==> config.mk <==
export PLATFORM = sky130hd
export DESIGN_NAME = ipv4_longest_prefix_match_table
export DESIGN_NICKNAME = d
export VERILOG_FILES = /design/src/sv/lpm_pkg.sv /design/src/sv/ipv4_longest_prefix_match_table.sv /design/src/sv/lpm_cell.sv
export SDC_FILE = /design/constraint.sdc
export NUM_CORES = 2
export LEC_CHECK = 0
export BUFFER_PORTS_ARGS = -buffer_cell sky130_fd_sc_hd__buf_2
export CAP_MARGIN = 0
export CORE_MARGIN = 5
export CORE_UTILIZATION = 42
export DETAILED_ROUTE_END_ITERATION = 12
export HOLD_SLACK_MARGIN = 0.12
export PLACE_DENSITY = 0.61
export SETUP_SLACK_MARGIN = 0.02
export SLEW_MARGIN = 10
export SYNTH_ARGS = -nofsm -noshare
export SYNTH_HDL_FRONTEND = slang
export SYNTH_HIERARCHICAL = 1
export SYNTH_SLANG_ARGS = --single-unit
==> constraint.sdc <==
create_clock -name clk_i -period 4.7 [get_ports clk_i]
set_clock_uncertainty 0.15 [all_clocks]
set_input_delay 0.235 -clock clk_i [delete_from_list [all_inputs] [get_ports clk_i]]
set_output_delay 0.235 -clock clk_i [all_outputs]
set_load 0.01 [all_outputs]
==> src/sv/lpm_pkg.sv <==
// Package for the IPv4 longest-prefix-match table: item types, codes and the
// prefix mask function. Used by lpm_cell, ipv4_longest_prefix_match_table and the bench.
`default_nettype none

package lpm_pkg;

  localparam int unsigned TABLE_DEPTH_DEF = 16;
  localparam int unsigned HOP_WIDTH_DEF   = 8;

  localparam int unsigned ADDR_W      = 32;
  localparam int unsigned LEN_W       = 6;
  localparam int unsigned HOP_FIELD_W = 8;
  localparam int unsigned CNT_FIELD_W = 5;

  localparam logic [LEN_W-1:0] MAX_PREFIX = LEN_W'(ADDR_W);

  localparam logic [1:0] CMD_LOOKUP = 2'd0;
  localparam logic [1:0] CMD_INSERT = 2'd1;
  localparam logic [1:0] CMD_CLEAR  = 2'd2;

  localparam logic [1:0] ST_OK     = 2'd0;
  localparam logic [1:0] ST_FULL   = 2'd1;
  localparam logic [1:0] ST_PREFIX = 2'd2;

  typedef struct packed {
    logic [1:0]             command;
    logic [ADDR_W-1:0]      address;
    logic [LEN_W-1:0]       prefix_len;
    logic [HOP_FIELD_W-1:0] next_hop;
  } lpm_req_t;

  typedef struct packed {
    logic                   hit;
    logic [HOP_FIELD_W-1:0] hop_out;
    logic [LEN_W-1:0]       match_len;
    logic [1:0]             status;
    logic [CNT_FIELD_W-1:0] entry_count;
  } lpm_rsp_t;

  // Item as it walks along the cell row, with the best match found so far.
  typedef struct packed {
    lpm_req_t               req;
    logic                   hit;
    logic [LEN_W-1:0]       best_len;
    logic [HOP_FIELD_W-1:0] best_hop;
    logic                   dup;
  } lpm_tok_t;

  // Broadcast to every cell when an item completes.
  typedef struct packed {
    logic                   clear;
    logic [ADDR_W-1:0]      address;
    logic [LEN_W-1:0]       prefix_len;
    logic [HOP_FIELD_W-1:0] next_hop;
  } lpm_cmt_t;

  function automatic logic [ADDR_W-1:0] prefix_mask(input logic [LEN_W-1:0] len);
    logic [ADDR_W-1:0] m;
    if (len == '0) begin
      m = '0;
    end else if (len >= MAX_PREFIX) begin
      m = '1;
    end else begin
      m = {ADDR_W{1'b1}} << (MAX_PREFIX - len);
    end
    return m;
  endfunction

endpackage

`default_nettype wire

==> src/sv/ipv4_longest_prefix_match_table.sv <==
// Top level of the IPv4 longest-prefix-match table: the row of route cells,
// the completion stage and the result register. Depends on lpm_pkg, lpm_cell.
//
//   channel  direction  handshake                 payload
//   in       input      in_valid_i / in_stall_o   in_data_i  (lpm_req_t)
//   out      output     out_valid_o / out_stall_i out_data_o (lpm_rsp_t)
//
// An item walks the row of TABLE_DEPTH cells, one cell a cycle, and then
// completes from the hold register; one item is in the row at a time, so a new
// item is taken only once the last one has completed.
// A stalled result holds completion of the next item, not its walk.
// Reset empties the table at once; there is no clearing pass.
`default_nettype none

module ipv4_longest_prefix_match_table import lpm_pkg::*; #(
  parameter int unsigned TABLE_DEPTH = TABLE_DEPTH_DEF,
  parameter int unsigned HOP_WIDTH   = HOP_WIDTH_DEF
) (
  input  wire logic     clk_i,
  input  wire logic     rst_ni,
  input  wire logic     in_valid_i,
  output logic          in_stall_o,
  input  wire lpm_req_t in_data_i,
  output logic          out_valid_o,
  input  wire logic     out_stall_i,
  output lpm_rsp_t      out_data_o
);

  localparam int unsigned IDX_W = (TABLE_DEPTH > 1) ? $clog2(TABLE_DEPTH) : 1;
  localparam int unsigned CNT_W = $clog2(TABLE_DEPTH + 1);

  logic [TABLE_DEPTH:0] tok_vld;
  lpm_tok_t             tok [TABLE_DEPTH+1];
  logic [TABLE_DEPTH:0] free_f;
  logic [IDX_W-1:0]     free_idx [TABLE_DEPTH+1];
  logic [TABLE_DEPTH-1:0] slot_vld;
  logic [TABLE_DEPTH-1:0] wr_en;

  logic             busy_q;
  logic             pend_q;
  lpm_tok_t         hold_q;
  logic             hold_free_q;
  logic [IDX_W-1:0] hold_idx_q;
  logic [CNT_W-1:0] cnt_q;
  logic [CNT_W-1:0] cnt_d;
  lpm_rsp_t         rsp_d;
  lpm_cmt_t         cmt;
  logic             in_acc;
  logic             go;
  logic             len_ok;
  logic             do_wr;

  assign in_stall_o = busy_q;
  assign in_acc     = in_valid_i && !busy_q;

  assign tok_vld[0]  = in_acc;
  assign tok[0]      = '{req: in_data_i, hit: 1'b0, best_len: '0, best_hop: '0, dup: 1'b0};
  assign free_f[0]   = 1'b0;
  assign free_idx[0] = '0;

  for (genvar i = 0; i < TABLE_DEPTH; i++) begin : g_cell
    assign wr_en[i] = do_wr && (hold_idx_q == IDX_W'(i));
    lpm_cell #(
      .HOP_WIDTH (HOP_WIDTH),
      .IDX_W     (IDX_W),
      .CELL_IDX  (i)
    ) u_cell (
      .clk_i      (clk_i),
      .rst_ni     (rst_ni),
      .tok_vld_i  (tok_vld[i]),
      .tok_i      (tok[i]),
      .free_i     (free_f[i]),
      .free_idx_i (free_idx[i]),
      .wr_i       (wr_en[i]),
      .cmt_i      (cmt),
      .tok_vld_o  (tok_vld[i+1]),
      .tok_o      (tok[i+1]),
      .free_o     (free_f[i+1]),
      .free_idx_o (free_idx[i+1]),
      .slot_vld_o (slot_vld[i])
    );
  end

  always_comb begin
    go     = pend_q && (!out_valid_o || !out_stall_i);
    len_ok = hold_q.req.prefix_len <= MAX_PREFIX;
    do_wr  = go && (hold_q.req.command == CMD_INSERT) && len_ok &&
             !hold_q.dup && hold_free_q;

    cmt.clear      = go && (hold_q.req.command == CMD_CLEAR);
    cmt.address    = hold_q.req.address;
    cmt.prefix_len = hold_q.req.prefix_len;
    cmt.next_hop   = hold_q.req.next_hop;

    cnt_d = cnt_q;
    if (cmt.clear) begin
      cnt_d = '0;
    end else if (do_wr) begin
      cnt_d = cnt_q + CNT_W'(1);
    end

    rsp_d.hit         = hold_q.hit;
    rsp_d.hop_out     = hold_q.best_hop;
    rsp_d.match_len   = hold_q.best_len;
    rsp_d.status      = ST_OK;
    rsp_d.entry_count = CNT_FIELD_W'(cnt_d);
    if (hold_q.req.command == CMD_INSERT) begin
      if (!len_ok) begin
        rsp_d.status = ST_PREFIX;
      end else if (!hold_q.dup && !hold_free_q) begin
        rsp_d.status = ST_FULL;
      end
    end
  end

  always_ff @(posedge clk_i or negedge rst_ni) begin
    if (!rst_ni) begin
      busy_q      <= 1'b0;
      pend_q      <= 1'b0;
      out_valid_o <= 1'b0;
      cnt_q       <= '0;
    end else begin
      if (in_acc) begin
        busy_q <= 1'b1;
      end else if (go) begin
        busy_q <= 1'b0;
      end
      if (tok_vld[TABLE_DEPTH]) begin
        pend_q <= 1'b1;
      end else if (go) begin
        pend_q <= 1'b0;
      end
      if (go) begin
        out_valid_o <= 1'b1;
      end else if (!out_stall_i) begin
        out_valid_o <= 1'b0;
      end
      cnt_q <= cnt_d;
    end
  end

  always_ff @(posedge clk_i) begin
    if (tok_vld[TABLE_DEPTH]) begin
      hold_q      <= tok[TABLE_DEPTH];
      hold_free_q <= free_f[TABLE_DEPTH];
      hold_idx_q  <= free_idx[TABLE_DEPTH];
    end
    if (go) begin
      out_data_o <= rsp_d;
    end
  end

  a_one_in_flight: assert property (@(posedge clk_i) disable iff (!rst_ni)
    $countones({tok_vld[TABLE_DEPTH:1], pend_q}) <= 1)
    else $error("more than one item inside the table");

  a_count_matches: assert property (@(posedge clk_i) disable iff (!rst_ni)
    $countones(slot_vld) == int'(cnt_q))
    else $error("route count differs from the number of valid slots");

  a_done_shows: assert property (@(posedge clk_i) disable iff (!rst_ni)
    go |=> (out_valid_o && !pend_q))
    else $error("completed item did not reach the result register");

  a_busy_covers: assert property (@(posedge clk_i) disable iff (!rst_ni)
    (pend_q || (|tok_vld[TABLE_DEPTH:1])) |-> busy_q)
    else $error("input accepted while an item is still inside the table");

endmodule

`default_nettype wire

==> src/sv/lpm_cell.sv <==
// One route slot of the table and the item register that follows it.
// Depends on lpm_pkg.
`default_nettype none

module lpm_cell import lpm_pkg::*; #(
  parameter int unsigned HOP_WIDTH = HOP_WIDTH_DEF,
  parameter int unsigned IDX_W     = 4,
  parameter int unsigned CELL_IDX  = 0
) (
  input  wire logic             clk_i,
  input  wire logic             rst_ni,
  input  wire logic             tok_vld_i,
  input  wire lpm_tok_t         tok_i,
  input  wire logic             free_i,
  input  wire logic [IDX_W-1:0] free_idx_i,
  input  wire logic             wr_i,
  input  wire lpm_cmt_t         cmt_i,
  output logic                  tok_vld_o,
  output lpm_tok_t              tok_o,
  output logic                  free_o,
  output logic [IDX_W-1:0]      free_idx_o,
  output logic                  slot_vld_o
);

  logic                 valid_q;
  logic [ADDR_W-1:0]    net_q;
  logic [LEN_W-1:0]     len_q;
  logic [HOP_WIDTH-1:0] hop_q;

  logic [ADDR_W-1:0] mask;
  logic              match;
  logic              dup_hit;
  lpm_tok_t          tok_d;
  logic              free_d;
  logic [IDX_W-1:0]  free_idx_d;

  always_comb begin
    mask    = prefix_mask(len_q);
    match   = valid_q && ((tok_i.req.address & mask) == (net_q & mask));
    dup_hit = tok_vld_i && (tok_i.req.command == CMD_INSERT) && valid_q &&
              (tok_i.req.prefix_len <= MAX_PREFIX) &&
              (net_q == tok_i.req.address) && (len_q == tok_i.req.prefix_len);
    tok_d = tok_i;
    if ((tok_i.req.command == CMD_LOOKUP) && match &&
        (!tok_i.hit || (len_q > tok_i.best_len))) begin
      tok_d.hit      = 1'b1;
      tok_d.best_len = len_q;
      tok_d.best_hop = HOP_FIELD_W'(hop_q);
    end
    if (dup_hit) begin
      tok_d.dup = 1'b1;
    end
    free_d     = free_i;
    free_idx_d = free_idx_i;
    if (!valid_q && !free_i) begin
      free_d     = 1'b1;
      free_idx_d = IDX_W'(CELL_IDX);
    end
  end

  always_ff @(posedge clk_i or negedge rst_ni) begin
    if (!rst_ni) begin
      tok_vld_o <= 1'b0;
      valid_q   <= 1'b0;
    end else begin
      tok_vld_o <= tok_vld_i;
      if (cmt_i.clear) begin
        valid_q <= 1'b0;
      end else if (wr_i) begin
        valid_q <= 1'b1;
      end
    end
  end

  always_ff @(posedge clk_i) begin
    if (tok_vld_i) begin
      tok_o      <= tok_d;
      free_o     <= free_d;
      free_idx_o <= free_idx_d;
    end
    if (wr_i) begin
      net_q <= cmt_i.address;
      len_q <= cmt_i.prefix_len;
      hop_q <= HOP_WIDTH'(cmt_i.next_hop);
    end else if (dup_hit) begin
      hop_q <= HOP_WIDTH'(tok_i.req.next_hop);
    end
  end

  assign slot_vld_o = valid_q;

endmodule

`default_nettype wire

==> out/metrics.csv <==
stage,metric,value,unit
run_status,status,finished clean,
synth,ys_ff_latch,1971,
timing,rsz0062_at_grt,no,
critical_path,reg2reg_depth,10,
critical_path,cpMaxStageDelayCell,xor2_1,
drt,drc,0,
synth,syn-cell-area,0.0864,sq mm
synth,synth_top_area_cell,edfxtp_1,
clock_network,clockBufferDepth,3,
run,max_cap_viol_count,0,
drt,drtIter0Drc,6155,
global_routing,grt_pass1_wl,357000,microns
power,p_leak,33.0,nW
drt,drtPass1Iterations,6,
power,switching_share,0.267,
power,peakVddDrop,0.447,mV
synth,yosys_warnings,6,
global_routing,antenna_found_initial,14,
floorplan,start_util,0.422,
min_path,holdPathStages,0,
power,total_power,44.8,mW
global_routing,grt_use_total,0.228,
place,dp_hpwl,182000,microns
floorplan,io_pins,76,
drt,routed_via_density,5.70,
critical_path,startpoint_type,register,
global_routing,grt_start_max_net_pins,71,
power,p_per_area,459,mW/mm^2
floorplan,die-area,0.215,sq mm
clock_network,cts_resized,0,
timing,setup_viol,0,
global_routing,grt_pass1_vias,48900,
floorplan,die_y,464,microns
critical_path,critPathKind,register to register,
synth,synth_edf_count,1931,
power,p_seq_frac,0.542,
critical_path,r2r-start,g_cell[0].u_cell/len_q[0],
drt,post_drt_wl_per_cell,28.5,microns
drt,wl,250000,microns
synth,postSynthCellCount,5597,
final_layout,fillers,17500,
timing,hold_viol,0,
synth,syn_area_per_cell,15.4,sq um
final_layout,drive_gt1_frac,0.157,
timing,slew_violations,0,
power,combPwrFrac,0.112,
critical_path,cp_cell_sequence,inv_1 -> ha_1 -> xor2_1 -> o21ai_0 -> a211oi_1 -> a211oi_2 -> o2111ai_1 -> a311oi_2 -> nand2_2 -> mux2_2,
power,clkPwrFrac,0.346,
timing,relSlewSlack,0.222,
power,p_int,32.8,mW
clock_network,cts_buffers,196,
place,routabilityCongestion,0.916,
clock_network,path_clk_slew,0.07,ns
place,io_buffers,75,
floorplan,fp-row-count,166,
global_routing,overflow,0,
synth,yosysUniqueCellTypes,107,
final_layout,fin_nets,6156,
power,switching_power,11.9,mW
clock_network,cts.sinks,1971,
synth,ys_async_sr_fraction,0.0203,
clock_network,post_cts_buffers,0,
clock_network,cts_max_level,4,
clock_network,clock_latency,0.85,ns
synth,yosysTopAreaCellShare,0.671,
drt,antenna_left,0,
min_path,hold_class,register to register,
critical_path,cp.arrival,4.67,ns
critical_path,cp-end-kind,register,
synth,synth_ff_type,edfxtp_1,
clock_network,cts_tree,built,
critical_path,worst_ep_required_time,5.12,ns
critical_path,cp_max_fo,14,
place,place_ws,0.587,ns
critical_path,crit_path_start,g_cell[0].u_cell/len_q[0],
synth,synth_seq_area_share,0.682,
clock_network,cts_root_buffer,clkbuf_16,
drt,vias,50100,
timing,clock.fmax,235,MHz
timing,finalCriticalPeriod,4.25,ns
min_path,hold_start,g_cell[15].u_cell/free_idx_o[3],
clock_network,cts_hold_buf,101,
timing,timing.final.crit_share,0.904,
critical_path,critPathMaxStageDelay,0.73,ns
timing,worst_pin_slew,1.17,ns
timing,layout_setup_ws,0.450,ns
final_layout,syn_to_final_growth,12.9,%
floorplan,coreArea,0.205,sq mm
floorplan,die_w,464,microns
synth,synthTopCellsByArea,"edfxtp_1 67%, xnor2_1 4.0%, mux2_2 2.5%",
-- worst max-delay path, delay by kind of cell, from the launching register on --
kind / cells / cell delay [ns]
muxes: 1 / 0.41
DFF: 1 / 0.56
buffers and inverters: 1 / 0.19
xor gates and xnor gates: 1 / 0.73
AOI/OAI and AO/OA: 5 / 1.00
and+or+nand+nor: 1 / 0.49
adders and majority gates: 1 / 0.41
-- layout make-up --
| type | instances | area (sq um) | area share |
|---|---|---|---|
| flip-flops and latches | 1971 | 59000 | 0.605 |
| multi-input cells | 3299 | 25800 | 0.265 |
| clock buffers | 247 | 5170 | 0.0530 |
| well taps | 2688 | 3360 | 0.0345 |
| repair buffers | 260 | 2180 | 0.0223 |
| clock inverters | 109 | 1190 | 0.0122 |
| inverters | 215 | 807 | 0.00827 |
| diodes | 5 | 12.5 | 0.000128 |
-- logic make-up (layout without fill, tap and decap cells) --
| kind of cell | Yosys count | in the layout | synth area share |
|---|---|---|---|
| buffers and inverters | 352 | 831 | 0.0212 |
| AO/OA/AOI/OAI | 860 | 860 | 0.0692 |
| XOR/XNOR | 639 | 639 | 0.0674 |
| adder cells (fa/ha/maj) | 161 | 161 | 0.0233 |
| AND/OR/NAND/NOR | 1247 | 1247 | 0.0849 |
| flip-flops | 1971 | 1971 | 0.682 |
| other | 1 | 31 | 0.0000434 |
| multiplexers | 366 | 366 | 0.0514 |
-- cell usage in the layout (no fill, tap or decap), types with 40 or more instances in the layout --
| master | count |
|---|---|
| a21o_1 | 40 |
| a21oi_1 | 182 |
| a31oi_1 | 47 |
| buf_2 | 75 |
| buf_4 | 71 |
| clkbuf_1 | 46 |
| clkbuf_16 | 198 |
| dlygate4sd3_1 | 101 |
| edfxtp_1 | 1931 |
| ha_1 | 161 |
| inv_1 | 211 |
| mux2_2 | 190 |
| mux2_4 | 100 |
| mux2i_1 | 63 |
| nand2_1 | 268 |
| nand2b_1 | 70 |
| nand3_1 | 118 |
| nand4_1 | 70 |
| nor2_1 | 214 |
| nor2b_1 | 47 |
| nor3_1 | 60 |
| nor4_1 | 54 |
| o211ai_1 | 50 |
| o21ai_0 | 162 |
| o22ai_1 | 57 |
| o31ai_1 | 42 |
| or2_2 | 49 |
| xnor2_1 | 395 |
| xor2_1 | 230 |
-- state kept, by name, summed over array words and instances (netlist names) --
signal and count:
g_cell.u_cell/len_q 96, g_cell.u_cell/free_o 16, hold_q 18, pend_q 1, cnt_q 5, g_cell.u_cell/hop_q 128, hold_free_q 1, g_cell.u_cell/free_idx_o 64
g_cell.u_cell/tok_vld_o 16, cmt 46, g_cell.u_cell/tok_o 1024, g_cell.u_cell/net_q 512, out_data_o 22, g_cell.u_cell/slot_vld_o 16, hold_idx_q 4, out_valid_o 1
in_stall_o 1
-- routing by layer --
metal / share of wire / up-vias / track usage
met2: 0.45 / 2008 / 0.351
met5: 0.000052 / - / 0
met3: 0.075 / 359 / 0.0458
li1: - / 22100 / -
met4: 0.030 / 2 / 0.0667
met1: 0.44 / 25600 / 0.329
-- cells in the mapped netlist, types with 49 or more instances --
cell type  count
nor3_1        60
a21oi_1      182
buf_6         56
or2_2         49
nand2_1      268
inv_1        211
xnor2_1      395
xor2_1       230
o22ai_1       57
nand2b_1      70
mux2_2       190
edfxtp_1    1931
nand3_1      118
o21ai_0      162
nor2_1       230
ha_1         161
mux2_4       100
nand4_1       70
mux2i_1       63
o211ai_1      50
nor4_1        54
-- power groups by stage --
| stage | Sequential [mW] | Combinational (mW) | Clock, mW |
|---|---|---|---|
| final | 24.3 | 5.00 | 15.5 |
| after detailed placement | 24.6 | 4.92 | 0 |
| after global placement | 24.6 | 4.88 | 0 |
| after floorplan | 24.4 | 2.25 | 0 |
| after global routing | 24.4 | 5.36 | 16.6 |
| after CTS | 24.3 | 5.01 | 15.8 |
-- path summary, 6_finish.rpt --
path	slack, ns	end
min in group asynchronous	0.50	g_cell[12].u_cell/slot_vld_o
worst max register to register	0.45	g_cell[0].u_cell/tok_o[1]
worst min-delay path	0.27	hold_idx_q[3]
max in group asynchronous	3.17	g_cell[1].u_cell/tok_vld_o
worst min register to register	0.27	hold_idx_q[3]
worst max-delay path	0.45	g_cell[0].u_cell/tok_o[1]
-- through the flow --
step	setup TNS, ns	utilization	hold WS, ns	std cells	instance area (sq um)
2_1_floorplan	-1.47	-	-0.211	5622	86500
3_3_place_gp	0	0.440	0.250	8332	90200
3_5_place_dp	0	0.440	0.255	8332	90200
4_1_cts	0	0.476	0.269	8789	97600
5_1_grt	0	0.476	0.271	8790	97600
6_report	0	0.476	0.267	8794	97600
(Power assumes the default switching activity.)
